File: src/sv/dre_ram.sv
// Generic simple dual-port RAM: one write port, one read port with
// registered read data held between reads. No dependencies.
`default_nettype none
module dre_ram #(
  parameter int unsigned WIDTH = 8,
  parameter int unsigned DEPTH = 16
) (
  input  wire logic                     clk_i,
  input  wire logic                     we_i,
  input  wire logic [$clog2(DEPTH)-1:0] waddr_i,
  input  wire logic [WIDTH-1:0]         wdata_i,
  input  wire logic                     re_i,
  input  wire logic [$clog2(DEPTH)-1:0] raddr_i,
  output logic      [WIDTH-1:0]         rdata_o
);

  logic [WIDTH-1:0] mem_q [DEPTH];

  always_ff @(posedge clk_i) begin
    if (we_i) begin
      mem_q[waddr_i] <= wdata_i;
    end
    if (re_i) begin
      rdata_o <= mem_q[raddr_i];
    end
  end

endmodule
`default_nettype wire

File: config.mk
export PLATFORM = sky130hd
export DESIGN_NAME = dre_ram
export DESIGN_NICKNAME = d
export VERILOG_FILES = /design/src/sv/dre_ram.sv
export SDC_FILE = /design/constraint.sdc
export NUM_CORES = 1
export LEC_CHECK = 0
export BUFFER_PORTS_ARGS = -buffer_cell sky130_fd_sc_hd__buf_2
export CAP_MARGIN = 10
export CORE_ASPECT_RATIO = 0.6
export CORE_MARGIN = 10
export CORE_UTILIZATION = 63
export CTS_BUF_LIST = sky130_fd_sc_hd__clkbuf_8
export DETAILED_ROUTE_END_ITERATION = 10
export PLACE_DENSITY = 0.82
export SYNTH_ARGS = -nofsm -noshare
export SYNTH_HDL_FRONTEND = slang
export SYNTH_SLANG_ARGS = --single-unit
File: constraint.sdc
create_clock -name clk_i -period 2.5 [get_ports clk_i]
set_input_delay 0.75 -clock clk_i [delete_from_list [all_inputs] [get_ports clk_i]]
set_output_delay 0.75 -clock clk_i [all_outputs]
set_load 0.03 [all_outputs]
==> impl_metrics.py <==
metrics = {
    "clock_tree": {
        "cts_setup_buffers": 0,
        "htree_num_levels": 4,
        "hold_buffers": 0,
        "cts-buffers-inserted": 17,
        "ctsResizeCount": 0,
        "path_clk_slew_ps": 70,
        "clock_tree.root_cell": "sky130_fd_sc_hd__clkbuf_8",
        "ctsLongestPathBuffers": 2,
        "tritoncts_num_sinks": 136,
        "cts_tree": "built",
        "worstSkewPairLatency_ps": 430,
    },
    "setup_path": {
        "worst_setup_path_start_kind": "input port",
        "cp_max_fo": 32,
        "timing.critical_path.to_type": "flip-flop",
        "timing.critical_path.arrival_ps": 2000,
        "worstSetupPathType": "in -> reg",
        "worst_ep_required_time_ps": 2680,
    },
    "pwr": {
        "vdd.ir_drop.worst_mv": 0.456,
        "p_int_uw": 3400,
        "power.share.combinational_pct": 5.8,
        "leakage_power_of_the_design_uw": 0.00200,
        "seqPwrFrac_pct": 60.4,
        "power.density_cell_area_nw_per_um2": 726,
        "p_sw_share_pct": 20.4,
        "power.share.clock_pct": 33.8,
        "netSwitchingPower_uw": 871,
    },
    "synth": {
        "synthDistinctLibCells": 18,
        "synthesis.instances": 229,
        "synth.yosys.seq_area_share_pct": 78.1,
        "ys_ff_latch": 136,
        "syn_area_sq_um": 5230,
        "postSynthAreaPerCell_sq_um": 22.8,
        "synth.net_count": 248,
        "yosysWarningCount": 0,
    },
    "timing": {
        "worst_slew_margin_relative_to_its_limit_pct": 59.1,
        "fin_worst_skew_ps": 6.20,
        "tightestPinTransition_ps": 611,
        "fin_crit_sh_pct": 72.8,
        "max_clk_rate_mhz": 550,
        "setup_viol": 0,
        "fin_worst_hold_slack_ps": 697,
        "grt_setup_unrepaired": "false",
        "fin_ws_ps": 680,
        "final_hold_viol_count": 0,
        "final_count_of_pins_violating_max_slew": 0,
        "timing.setup.tns_ps": 0,
        "min_period_ps": 1820,
    },
    "routing": {
        "detailroute.via_count": 2417,
        "vias_per_cell": 6.01,
        "route.antenna.remaining_nets": 0,
        "drc_errors": 0,
        "total_wire_length_after_detailed_routing_um": 9060,
        "dr.first_iter.drc_count": 205,
        "detailedRoute.firstPassIterationCount": 4,
        "wire_per_inst_um": 22.5,
    },
    "cells_and_area": {
        "post_route_cells_drive_above_1_share_pct": 28.6,
        "flow.area_growth_from_synthesis_pct": 12.6,
        "num-nets-final": 302,
        "post-route-util_pct": 73.8,
        "finish.cell_count_without_fillers": 402,
        "antenna_cells_inserted": 0,
        "num-fill-cells": 465,
    },
    "floorplanning": {
        "boundaryPins": 27,
        "overall_die_area_sq_um": 12500,
        "height_of_the_chip_um": 90.6,
        "rows": 25,
        "initial_core_util_pct": 65.5,
        "die_width_um": 138,
        "fp.coreArea_sq_um": 7980,
    },
    "grt": {
        "grt_use_total_pct": 15.8,
        "groute.layer.met3.usage_pct": 6.17,
        "grtUsageMet2_pct": 22.3,
        "grt_max_degree": 33,
        "gr-usage-met1_pct": 22.1,
        "grt_antenna_before_repair": 0,
        "number_of_global_route_vias_before_repair": 2531,
        "grt_pass1_wl_um": 14300,
        "busiest_layer": "met2",
        "sum_of_overflow_across_all_layers_after_global_routing": 0,
    },
    "job": {
        "drv_cap": 0,
    },
    "hold_path": {
        "worstHoldPathType": "in -> reg",
    },
    "placement": {
        "dp_slack_ps": 206,
        "io_buffer_count": 26,
        "detailed_place_hpwl_um": 5950,
        "place_congestion": 0.751,
        "numPlacedInstances": 372,
    },
    "run_status": {
        "result_of_the_run": "completed",
    },
}
## layout make-up
| type | instances | area, sq um | area share (%) |
|---|---|---|---|
| clock buffer | 17 | 234 | 3.98 |
| clock inverter | 13 | 77.6 | 1.32 |
| tap | 108 | 135 | 2.30 |
| multi-input combinational | 83 | 1060 | 18.0 |
| sequential | 136 | 4080 | 69.4 |
| timing repair buffer | 45 | 298 | 5.06 |
## worst max-delay path, cell delays in order
cell	delay, ps
sky130_fd_sc_hd__buf_2	100
sky130_fd_sc_hd__buf_12	240
sky130_fd_sc_hd__mux4_1	600
sky130_fd_sc_hd__a22oi_1	220
sky130_fd_sc_hd__nand2_1	70
## cells in the final DEF, fill, tap and decap left out
cell type	n
sky130_fd_sc_hd__mux4_2	18
sky130_fd_sc_hd__nor2_1	13
sky130_fd_sc_hd__inv_1	6
sky130_fd_sc_hd__buf_2	26
sky130_fd_sc_hd__and2b_1	1
sky130_fd_sc_hd__and2_1	1
sky130_fd_sc_hd__mux4_1	14
sky130_fd_sc_hd__nand2_1	9
sky130_fd_sc_hd__nand3b_1	2
sky130_fd_sc_hd__buf_4	17
sky130_fd_sc_hd__bufinv_16	1
sky130_fd_sc_hd__buf_12	2
sky130_fd_sc_hd__clkinv_2	2
sky130_fd_sc_hd__nor3_1	4
sky130_fd_sc_hd__clkbuf_8	17
sky130_fd_sc_hd__nand2b_1	2
sky130_fd_sc_hd__edfxtp_1	136
sky130_fd_sc_hd__clkinv_1	4
sky130_fd_sc_hd__a22oi_1	16
sky130_fd_sc_hd__nand3_1	1
sky130_fd_sc_hd__or3b_2	1
sky130_fd_sc_hd__nor2b_1	1
## state kept, by name, indices dropped and copies added (netlist names)
signal,count
mem_q,128
rdata_o,8
## Yosys cell counts (all sizes together)
master | count | share of area [%]
or3b | 1 | 0.17
nand3b | 2 | 0.29
nor3 | 4 | 0.38
clkdlybuf4s25 | 3 | 0.57
a22oi | 16 | 2.3
mux4 | 32 | 15
and2 | 1 | 0.12
nand2 | 9 | 0.65
and2b | 1 | 0.14
nand2b | 2 | 0.24
edfxtp | 136 | 78
buf | 7 | 1.1
nor2b | 1 | 0.12
nor2 | 13 | 0.93
nand3 | 1 | 0.096
## logic make-up after synthesis
| family | after synthesis | synth area share, % |
|---|---|---|
| DFF | 136 | 78.1 |
| buffers and inverters | 10 | 1.65 |
| muxes | 32 | 14.8 |
| and+or+nand+nor | 35 | 3.14 |
| AOI/OAI and AO/OA | 16 | 2.30 |
## stage by stage
step / power, uW / cell area (sq um)
after floorplan: 2780 / 5230
after global placement: 2870 / 5570
after detailed placement: 2880 / 5570
after CTS: 4320 / 5890
after global routing: 4430 / 5890
final: 4270 / 5890
## layer usage
layer,up-vias,wire length (um)
li1,1084,-
met2,107,4230
met4,0,48
met3,4,1030
met5,-,0
met1,1222,3750
## power by group through the flow
| stage | Clock (uW) | Sequential (uW) | Combinational (uW) |
|---|---|---|---|
| floorplan | 0 | 2650 | 130 |
| global placement | 0 | 2630 | 244 |
| detailed placement | 0 | 2630 | 250 |
| CTS | 1490 | 2580 | 250 |
| global route | 1580 | 2580 | 267 |
| finish | 1450 | 2580 | 246 |
## path summary, 6_finish.rpt
check,endpoint,slack [ps],from,cells past startpoint
worst max register to register,rdata_o[1]$_DFFE_PP_,1080,mem_q[1][1]$_DFFE_PP_,3
worst min-delay path,rdata_o[3]$_DFFE_PP_,700,re_i,1
worst max-delay path,rdata_o[0]$_DFFE_PP_,680,raddr_i[0],5
worst min register to register,rdata_o[2]$_DFFE_PP_,750,mem_q[7][2]$_DFFE_PP_,3
Note: power is estimated with default switching activity, not from simulation.
