**src/sv/dre_pkg.sv**
```systemverilog
// Package for the DAG reachability engine: opcodes, sequencer states,
// beat payload types and sizing constants. No dependencies.
`default_nettype none
package dre_pkg;

  localparam int unsigned NUM_VERT = 64;
  localparam int unsigned VW       = $clog2(NUM_VERT);
  localparam int unsigned CW       = 7;
  localparam int unsigned DW       = 7;

  typedef enum logic [2:0] {
    OP_CLEAR     = 3'd0,
    OP_INSERT    = 3'd1,
    OP_TEST_EDGE = 3'd2,
    OP_TEST_VERT = 3'd3,
    OP_CYCLE     = 3'd4,
    OP_LIST      = 3'd5
  } op_e;

  typedef enum logic [2:0] {
    ST_IDLE,
    ST_RD,
    ST_FIN,
    ST_SCAN,
    ST_POP,
    ST_DONE
  } state_e;

  typedef struct packed {
    logic [2:0]    opcode;
    logic [VW-1:0] from_vertex;
    logic [VW-1:0] to_vertex;
  } in_t;

  typedef struct packed {
    logic          answer_flag;
    logic [VW-1:0] listed_vertex;
    logic          vertex_present;
    logic          last_item;
  } out_t;

endpackage
`default_nettype wire

```
**src/sv/dre_prio_enc.sv**
```systemverilog
// Lowest-index priority encoder shared by every search step.
// Depends on dre_pkg.
`default_nettype none
module dre_prio_enc
  import dre_pkg::*;
(
  input  wire logic [NUM_VERT-1:0] req_i,
  output logic                     any_o,
  output logic [VW-1:0]            idx_o
);

  always_comb begin
    idx_o = '0;
    for (int i = NUM_VERT - 1; i >= 0; i--) begin
      if (req_i[i]) begin
        idx_o = VW'(i);
      end
    end
  end

  assign any_o = |req_i;

endmodule
`default_nettype wire

```
**config.mk**
```make
export PLATFORM = sky130hd
export DESIGN_NAME = dre_prio_enc
export DESIGN_NICKNAME = d
export VERILOG_FILES = /design/src/sv/dre_pkg.sv /design/src/sv/dre_prio_enc.sv
export SDC_FILE = /design/constraint.sdc
export NUM_CORES = 1
export LEC_CHECK = 0
export ABC_AREA = 1
export BUFFER_PORTS_ARGS = -buffer_cell sky130_fd_sc_hd__buf_4
export CAP_MARGIN = 20
export CORE_MARGIN = 2
export CORE_UTILIZATION = 44
export DETAILED_ROUTE_END_ITERATION = 10
export PLACE_DENSITY = 0.9
export SLEW_MARGIN = 20
export SYNTH_ARGS = -nofsm -noshare
export SYNTH_HDL_FRONTEND = slang
export SYNTH_SLANG_ARGS = --single-unit
```
**constraint.sdc**
```tcl
create_clock -name vclk -period 4.2
set_input_delay 0.42 -clock vclk [all_inputs]
set_output_delay 0.42 -clock vclk [all_outputs]
set_load 0.01 [all_outputs]
```
==> results of run 1 <==
==> through the flow <==
step / setup TNS [ns] / setup slack [ns]
final: 0 / 0.135
after global routing: -0.491 / -0.491
after floorplan: 0 / 0.621
after global placement: 0 / 0.162
after CTS: 0 / 0.0697
after detailed placement: 0 / 0.0805
==> final timing paths <==
kind	startpoint	end	slack [ns]	depth (start not counted)
setup / recovery	req_i[62]	idx_o[0]	0.14	65
hold / removal	req_i[0]	idx_o[0]	1.10	3
==> kinds of logic after synthesis <==
group | Yosys count | share of synthesized area (%)
compound gates | 12 | 7.45
buf+inv | 69 | 34.7
simple gates | 154 | 57.9
==> repair_timing <==
item                                    CTS  global route
endpoints found under the setup margin    0             1
resized for setup                         0             0
setup buffers                             0             0
==> Yosys cell counts <==
master      n  area share [%]
nand2_1   100              37
inv_1      59              22
nor2_1     44              16
bufinv_8    7              12
nand3_1     6             2.9
a21oi_1     4             2.0
inv_2       3             1.1
nor3_1      2            0.98
nor4_1      2             1.2
o21ai_0     2            0.98
a211oi_1    1            0.73
a21oi_2     1            0.85
a311oi_1    1            0.85
a31oi_1     1            0.61
o21bai_1    1            0.73
o31ai_1     1            0.73
==> cell type report <==
cell class,instances,share of cell area (%)
multi-input cells,166,42.0
inverters,69,22.3
repair buffers,71,33.5
well taps,28,2.20
==> worst max-delay path: cells and delay by family <==
| family | cells | cell delay (ns) |
|---|---|---|
| compound gates | 1 | 0.10 |
| buf+inv | 3 | 0.27 |
| simple gates | 61 | 2.84 |
==> power groups by stage <==
stage	clock, W	combinational, W	sequential, W
after floorplan	0	0.0000587	0
after global placement	0	0.000119	0
after detailed placement	0	0.000121	0
after CTS	0	0.000121	0
after global routing	0	0.000136	0
final	0	0.000120	0
==> layer usage <==
metal,share of wire (%),wire (µm),vias up
met1,45,1060,545
met4,0,0,0
met2,48,1120,38
met3,7.5,177,0
met5,0,0,-
li1,-,-,809
==> results_dict.tcl, run 1 <==
set metrics [dict create \
    syn-num-nets 299 \
    clkbuf_count 0 \
    place_congestion 0.677 \
    drtPass1Iterations 4 \
    pwr-share-seq_pct 0 \
    netlist_area_um2 1020 \
    layout_commonest_cell "nand2_1" \
    start_util_pct 46.3 \
    post-route-util_pct 72.0 \
    multi_input_area_um2 669 \
    ir_drop_mv 0.0538 \
    setup_violations 0 \
    die_h_um 52.3 \
    crit_path_end_kind "output pin" \
    switchingPower_w 0.0000480 \
    wl_um 2360 \
    crit_top_cell "nand2_1" \
    drive_gt1_share_pct 26.8 \
    yosysSeqAreaShare_pct 0 \
    hold_viol 0 \
    grt_pass1_wl_um 3970 \
    period_needed_ns 4.06 \
    nets 372 \
    tightest_slew_ns 0.444 \
    power_w 0.000120 \
    intPower_w 0.0000717 \
    ioPinCount 71 \
    cp_max_fo 2 \
    routed_via_density 4.17 \
    nFlopsAndLatches 0 \
    final_area_um2 1590 \
    wl_per_cell_um 7.07 \
    mostFrequentLayoutCells "nand2_1, buf_4, inv_1" \
    status "finished clean" \
    seq_area_um2 0 \
    ant_nets 0 \
    core_region_area_um2 2210 \
    synthesis.instances 235 \
    finalMaxSlewViolations 0 \
    gr-usage-met2_pct 37.6 \
    gr-usage-met1_pct 18.2 \
    p_sw_share_pct 40.1 \
    hold_buffers 0 \
    diodes 0 \
    arrival_ns 3.64 \
    slowest_delay_ns 0.12 \
    hpwl_um 2250 \
    place.port_buffers 71 \
    worst_ep_required_time_ns 3.78 \
    gr-usage-met3_pct 2.57 \
    top_usage_layer "met2" \
    worstHoldPathType "in -> out" \
    p_comb_share_pct 100.0 \
    die-area_um2 2730 \
    avgSynthCellArea_um2 4.36 \
    ys_types 16 \
    stdcell_count 334 \
    cellPowerDensity_nw_per_um2 75.2 \
    min_period_over_period_pct 96.8 \
    cp-start-kind "primary input" \
    cp_slowest_cell "buf_4" \
    rows 17 \
    die_w_um 52.3 \
    dpl_cell_area_um2 1590 \
    dp_cells 334 \
    clock.fmax_ghz 0.246 \
    grt.overflow.total 0 \
    antenna_found_initial 0 \
    finalHoldWorstSlack_ns 1.10 \
    p_leak_nw 1.06 \
    area_delta_synth_final_pct 55.4 \
    maxCapViolCount 0 \
    track_usage_pct 17.4 \
    vias 1392 \
    fillCellCount 225 \
    drt_iter0_drc 14 \
    power.clock.fraction_pct 0 \
    yosysWarnings 0 \
    grt_max_degree 4 \
    maxSlewHeadroom_pct 70.2 \
    drc 0 \
    first_global_vias 1201 \
    rsz0062_at_grt "true" \
    crit_type "in -> out" \
]
Note: power is estimated with default switching activity, not from simulation.
==> inputs of run 2 (changes only) <==
CORE_UTILIZATION = 40   (was 44)
PLACE_DENSITY = 0.86   (was 0.9)
clock period = 3.6 ns   (was 4.2 ns; I/O delays follow)
==> results_dict.tcl, run 2 (synthesis gave the netlist of run 1 again) <==
set metrics [dict create \
    status "finished, violations left" \
    violations "negative setup slack" \
    vias 1447 \
    rows 18 \
    mostFrequentLayoutCells "nand2_1, buf_4, inv_1" \
    drt_iter0_drc 9 \
    stdcell_count 341 \
    die_h_um 54.6 \
    slowest_delay_ns 0.12 \
    grt_max_degree 4 \
    worstHoldPathType "in -> out" \
    core_region_area_um2 2450 \
    hold_viol 0 \
    p_leak_nw 1.08 \
    drc 0 \
    post-place-ws_ns -0.348 \
    crit_type "in -> out" \
    cp-start-kind "primary input" \
    period_needed_ns 3.92 \
    hold_buffers 0 \
    die-area_um2 2980 \
    worst_slack_ns -0.315 \
    maxCapViolCount 0 \
    postCtsSetupRepairBufs 0 \
    arrival_ns 3.56 \
    start_util_pct 41.7 \
    setup_violations 1 \
    seq_area_um2 0 \
    diodes 0 \
    ioPinCount 71 \
    dpl_cell_area_um2 1630 \
    final_area_um2 1630 \
    drtPass1Iterations 4 \
    dp_cells 341 \
    nets 377 \
    nFlopsAndLatches 0 \
    finalMaxSlewViolations 0 \
    rsz0062_at_grt "true" \
    hpwl_um 2390 \
    tightest_slew_ns 0.435 \
    min_period_over_period_pct 109 \
    power_w 0.000144 \
    area_delta_synth_final_pct 59.3 \
    layout_commonest_cell "nand2_1" \
    maxSlewHeadroom_pct 70.7 \
    antenna_found_initial 0 \
    crit_top_cell "nand2_1" \
    wl_um 2470 \
    fillCellCount 254 \
    ant_nets 0 \
    place_congestion 0.752 \
    drive_gt1_share_pct 28.3 \
    cellPowerDensity_nw_per_um2 87.9 \
    post-route-util_pct 66.5 \
    cp_max_fo 2 \
    clkbuf_count 0 \
    clock.fmax_ghz 0.255 \
    place.port_buffers 71 \
    crit_path_end_kind "output pin" \
    routed_via_density 4.24 \
    grt_pass1_wl_um 4260 \
    worst_ep_required_time_ns 3.24 \
    track_usage_pct 18.0 \
    first_global_vias 1229 \
    wl_per_cell_um 7.26 \
    cp_slowest_cell "a21oi_2" \
    die_w_um 54.6 \
    ir_drop_mv 0.0613 \
    grt.overflow.total 0 \
]
-- run 2: what timing repair did --
item	in CTS	in global routing
gates resized for setup	1	0
endpoints found under the setup margin	1	1
pin swaps	0	3
-- run 2: per-layer routing --
layer  up-vias  track usage, %  share of wire [%]
li1        820               -                  -
met1       589            20.1                 40
met5         -               0                  0
met3         0            3.01                8.0
met2        38            36.5                 52
met4         0               0                  0
-- run 2: final cells by class --
| cell class | instances | area (µm²) | share of cell area, % |
|---|---|---|---|
| Tap cell | 30 | 37.5 | 2.30 |
| Timing Repair Buffer | 76 | 571 | 34.9 |
| Multi-Input combinational cell | 166 | 669 | 41.0 |
| Inverter | 69 | 355 | 21.8 |
-- run 2: where the power goes --
group	total [W]	internal, W	switching (W)
Combinational	0.000144	0.0000870	0.0000566
Sequential	0	0	0
Clock	0	0	0
Total	0.000144	0.0000870	0.0000566
-- run 2: metrics by stage --
stage	setup TNS [ns]	hold WS, ns
6_report	-0.315	0.975
5_1_grt	-0.859	0.987
4_1_cts	-0.349	0.977
3_5_place_dp	-0.348	0.976
3_3_place_gp	-0.276	0.974
2_1_floorplan	0	0.746
-- run 2: critical path: cells and delay by family --
kind	cells	cell delay, ns
buffers and inverters	3	0.26
and+or+nand+nor	61	2.85
AOI/OAI and AO/OA	1	0.12
-- run 2: worst paths after layout --
kind	from	endpoint	depth (start not counted)
max	req_i[62]	idx_o[0]	65
min	req_i[0]	idx_o[0]	3
==> inputs of run 3 (changes only) <==
PLACE_DENSITY = unset   (was 0.86)
PLACE_DENSITY_LB_ADDON = 0.12   (was unset)
==> results_dict.tcl, run 3 (synthesis gave the netlist of run 1 again) <==
set metrics [dict create \
    min_period_over_period_pct 107 \
    hold_buffers 0 \
    crit_top_cell "nand2_1" \
    setup_violations 1 \
    drt_iter0_drc 15 \
    pwr-share-seq_pct 0 \
    power_w 0.000143 \
    place_congestion 0.739 \
    cp-start-kind "primary input" \
    min_delay_path_depth 3 \
    hold_viol 0 \
    finalMaxSlewViolations 0 \
    clkbuf_count 0 \
    start_util_pct 41.7 \
    rsz0062_at_grt "true" \
    violations "negative setup slack" \
    place.port_buffers 71 \
    status "finished, violations left" \
    period_needed_ns 3.86 \
    arrival_ns 3.50 \
    worst_ep_required_time_ns 3.24 \
    setup_tns_ns -0.257 \
    drtPass1Iterations 4 \
    grt_max_degree 4 \
    mostFrequentLayoutCells "nand2_1, buf_4, inv_1" \
    area_delta_synth_final_pct 60.1 \
    clock.fmax_ghz 0.259 \
    cellPowerDensity_nw_per_um2 87.3 \
    wl_per_cell_um 6.66 \
    cp_max_fo 2 \
    ioPinCount 71 \
    power.clock.fraction_pct 0 \
    wl_um 2280 \
    track_usage_pct 15.4 \
    crit_path_end_kind "output pin" \
    ant_nets 0 \
    cp_slowest_cell "buf_4" \
    tightest_slew_ns 0.456 \
    crit_type "in -> out" \
    vias 1399 \
    worst_slack_ns -0.257 \
    seq_area_um2 0 \
    die_h_um 54.6 \
    grt.overflow.total 0 \
    maxSlewHeadroom_pct 69.4 \
    rows 18 \
    p_sw_share_pct 38.8 \
    grt_pass1_wl_um 3690 \
    first_global_vias 1076 \
    worstHoldPathType "in -> out" \
    intPower_w 0.0000876 \
    whs_endpoint "idx_o[0]" \
    p_leak_nw 1.09 \
    hpwl_um 2190 \
    layout_commonest_cell "nand2_1" \
    maxCapViolCount 0 \
    nets 378 \
    diodes 0 \
    core_region_area_um2 2450 \
    antenna_found_initial 0 \
    p_comb_share_pct 100.0 \
    switchingPower_w 0.0000556 \
    routed_via_density 4.09 \
    ir_drop_mv 0.0594 \
    min_from "req_i[0]" \
    drive_gt1_share_pct 28.5 \
    slowest_delay_ns 0.12 \
    die-area_um2 2980 \
    nFlopsAndLatches 0 \
    die_w_um 54.6 \
    drc 0 \
]
==> run 3: changes by cell type in the layout (fill, tap and decap cells not counted) <==
cell   before  now
buf_4      76   77
==> run 3: final cells by class <==
cell class,instances,area [µm²]
fillers,256,815
multi-input cells,166,669
repair buffers,77,578
inverters,69,355
well taps,30,37.5
==> run 3: how the worst max path moves through the flow <==
stage / startpoint / end
after floorplan: req_i[62] / idx_o[0]
after global placement: req_i[62] / idx_o[0]
after detailed placement: req_i[62] / idx_o[0]
after CTS: req_i[62] / idx_o[0]
after global routing: req_i[62] / idx_o[0]
final: req_i[62] / idx_o[0]
==> run 3: through the flow <==
stage / utilization [%] / setup WS, ns / instance area (µm²) / hold slack [ns] / cells
after detailed placement: 66.8 / -0.325 / 1640 / 0.980 / 342
after floorplan: - / 0.141 / 1020 / 0.746 / 235
final: 66.8 / -0.257 / 1640 / 0.978 / 342
after global placement: 66.8 / -0.328 / 1640 / 0.974 / 342
after CTS: 66.8 / -0.320 / 1640 / 0.980 / 342
after global routing: 66.8 / -0.756 / 1640 / 0.991 / 342
==> run 3: power by group through the flow <==
| stage | logic [W] | clock network, W | registers (W) |
|---|---|---|---|
| 4_1_cts | 0.000145 | 0 | 0 |
| 3_5_place_dp | 0.000145 | 0 | 0 |
| 2_1_floorplan | 0.0000685 | 0 | 0 |
| 5_1_grt | 0.000163 | 0 | 0 |
| 3_3_place_gp | 0.000143 | 0 | 0 |
| 6_report | 0.000143 | 0 | 0 |
==> run 3: per-layer routing <==
layer / up-vias / routed length [µm] / GRT usage [%]
met2: 38 / 1120 / 31.2
met1: 538 / 1020 / 18.3
li1: 823 / - / -
met3: 0 / 135 / 1.09
met5: - / 0 / 0
met4: 0 / 0 / 0
==> run 3: timing repair <==
item / in CTS / in global routing
setup endpoints to repair: 1 / 1
gates resized for setup: 1 / 0
buffers inserted: 0 / 0
gates cloned: 0 / 0
==> run 3: critical path, delay by kind of cell <==
family                 cells  cell delay (ns)
buffers and inverters      3             0.26
AND/OR/NAND/NOR           61             2.79
AO/OA/AOI/OAI              1             0.11
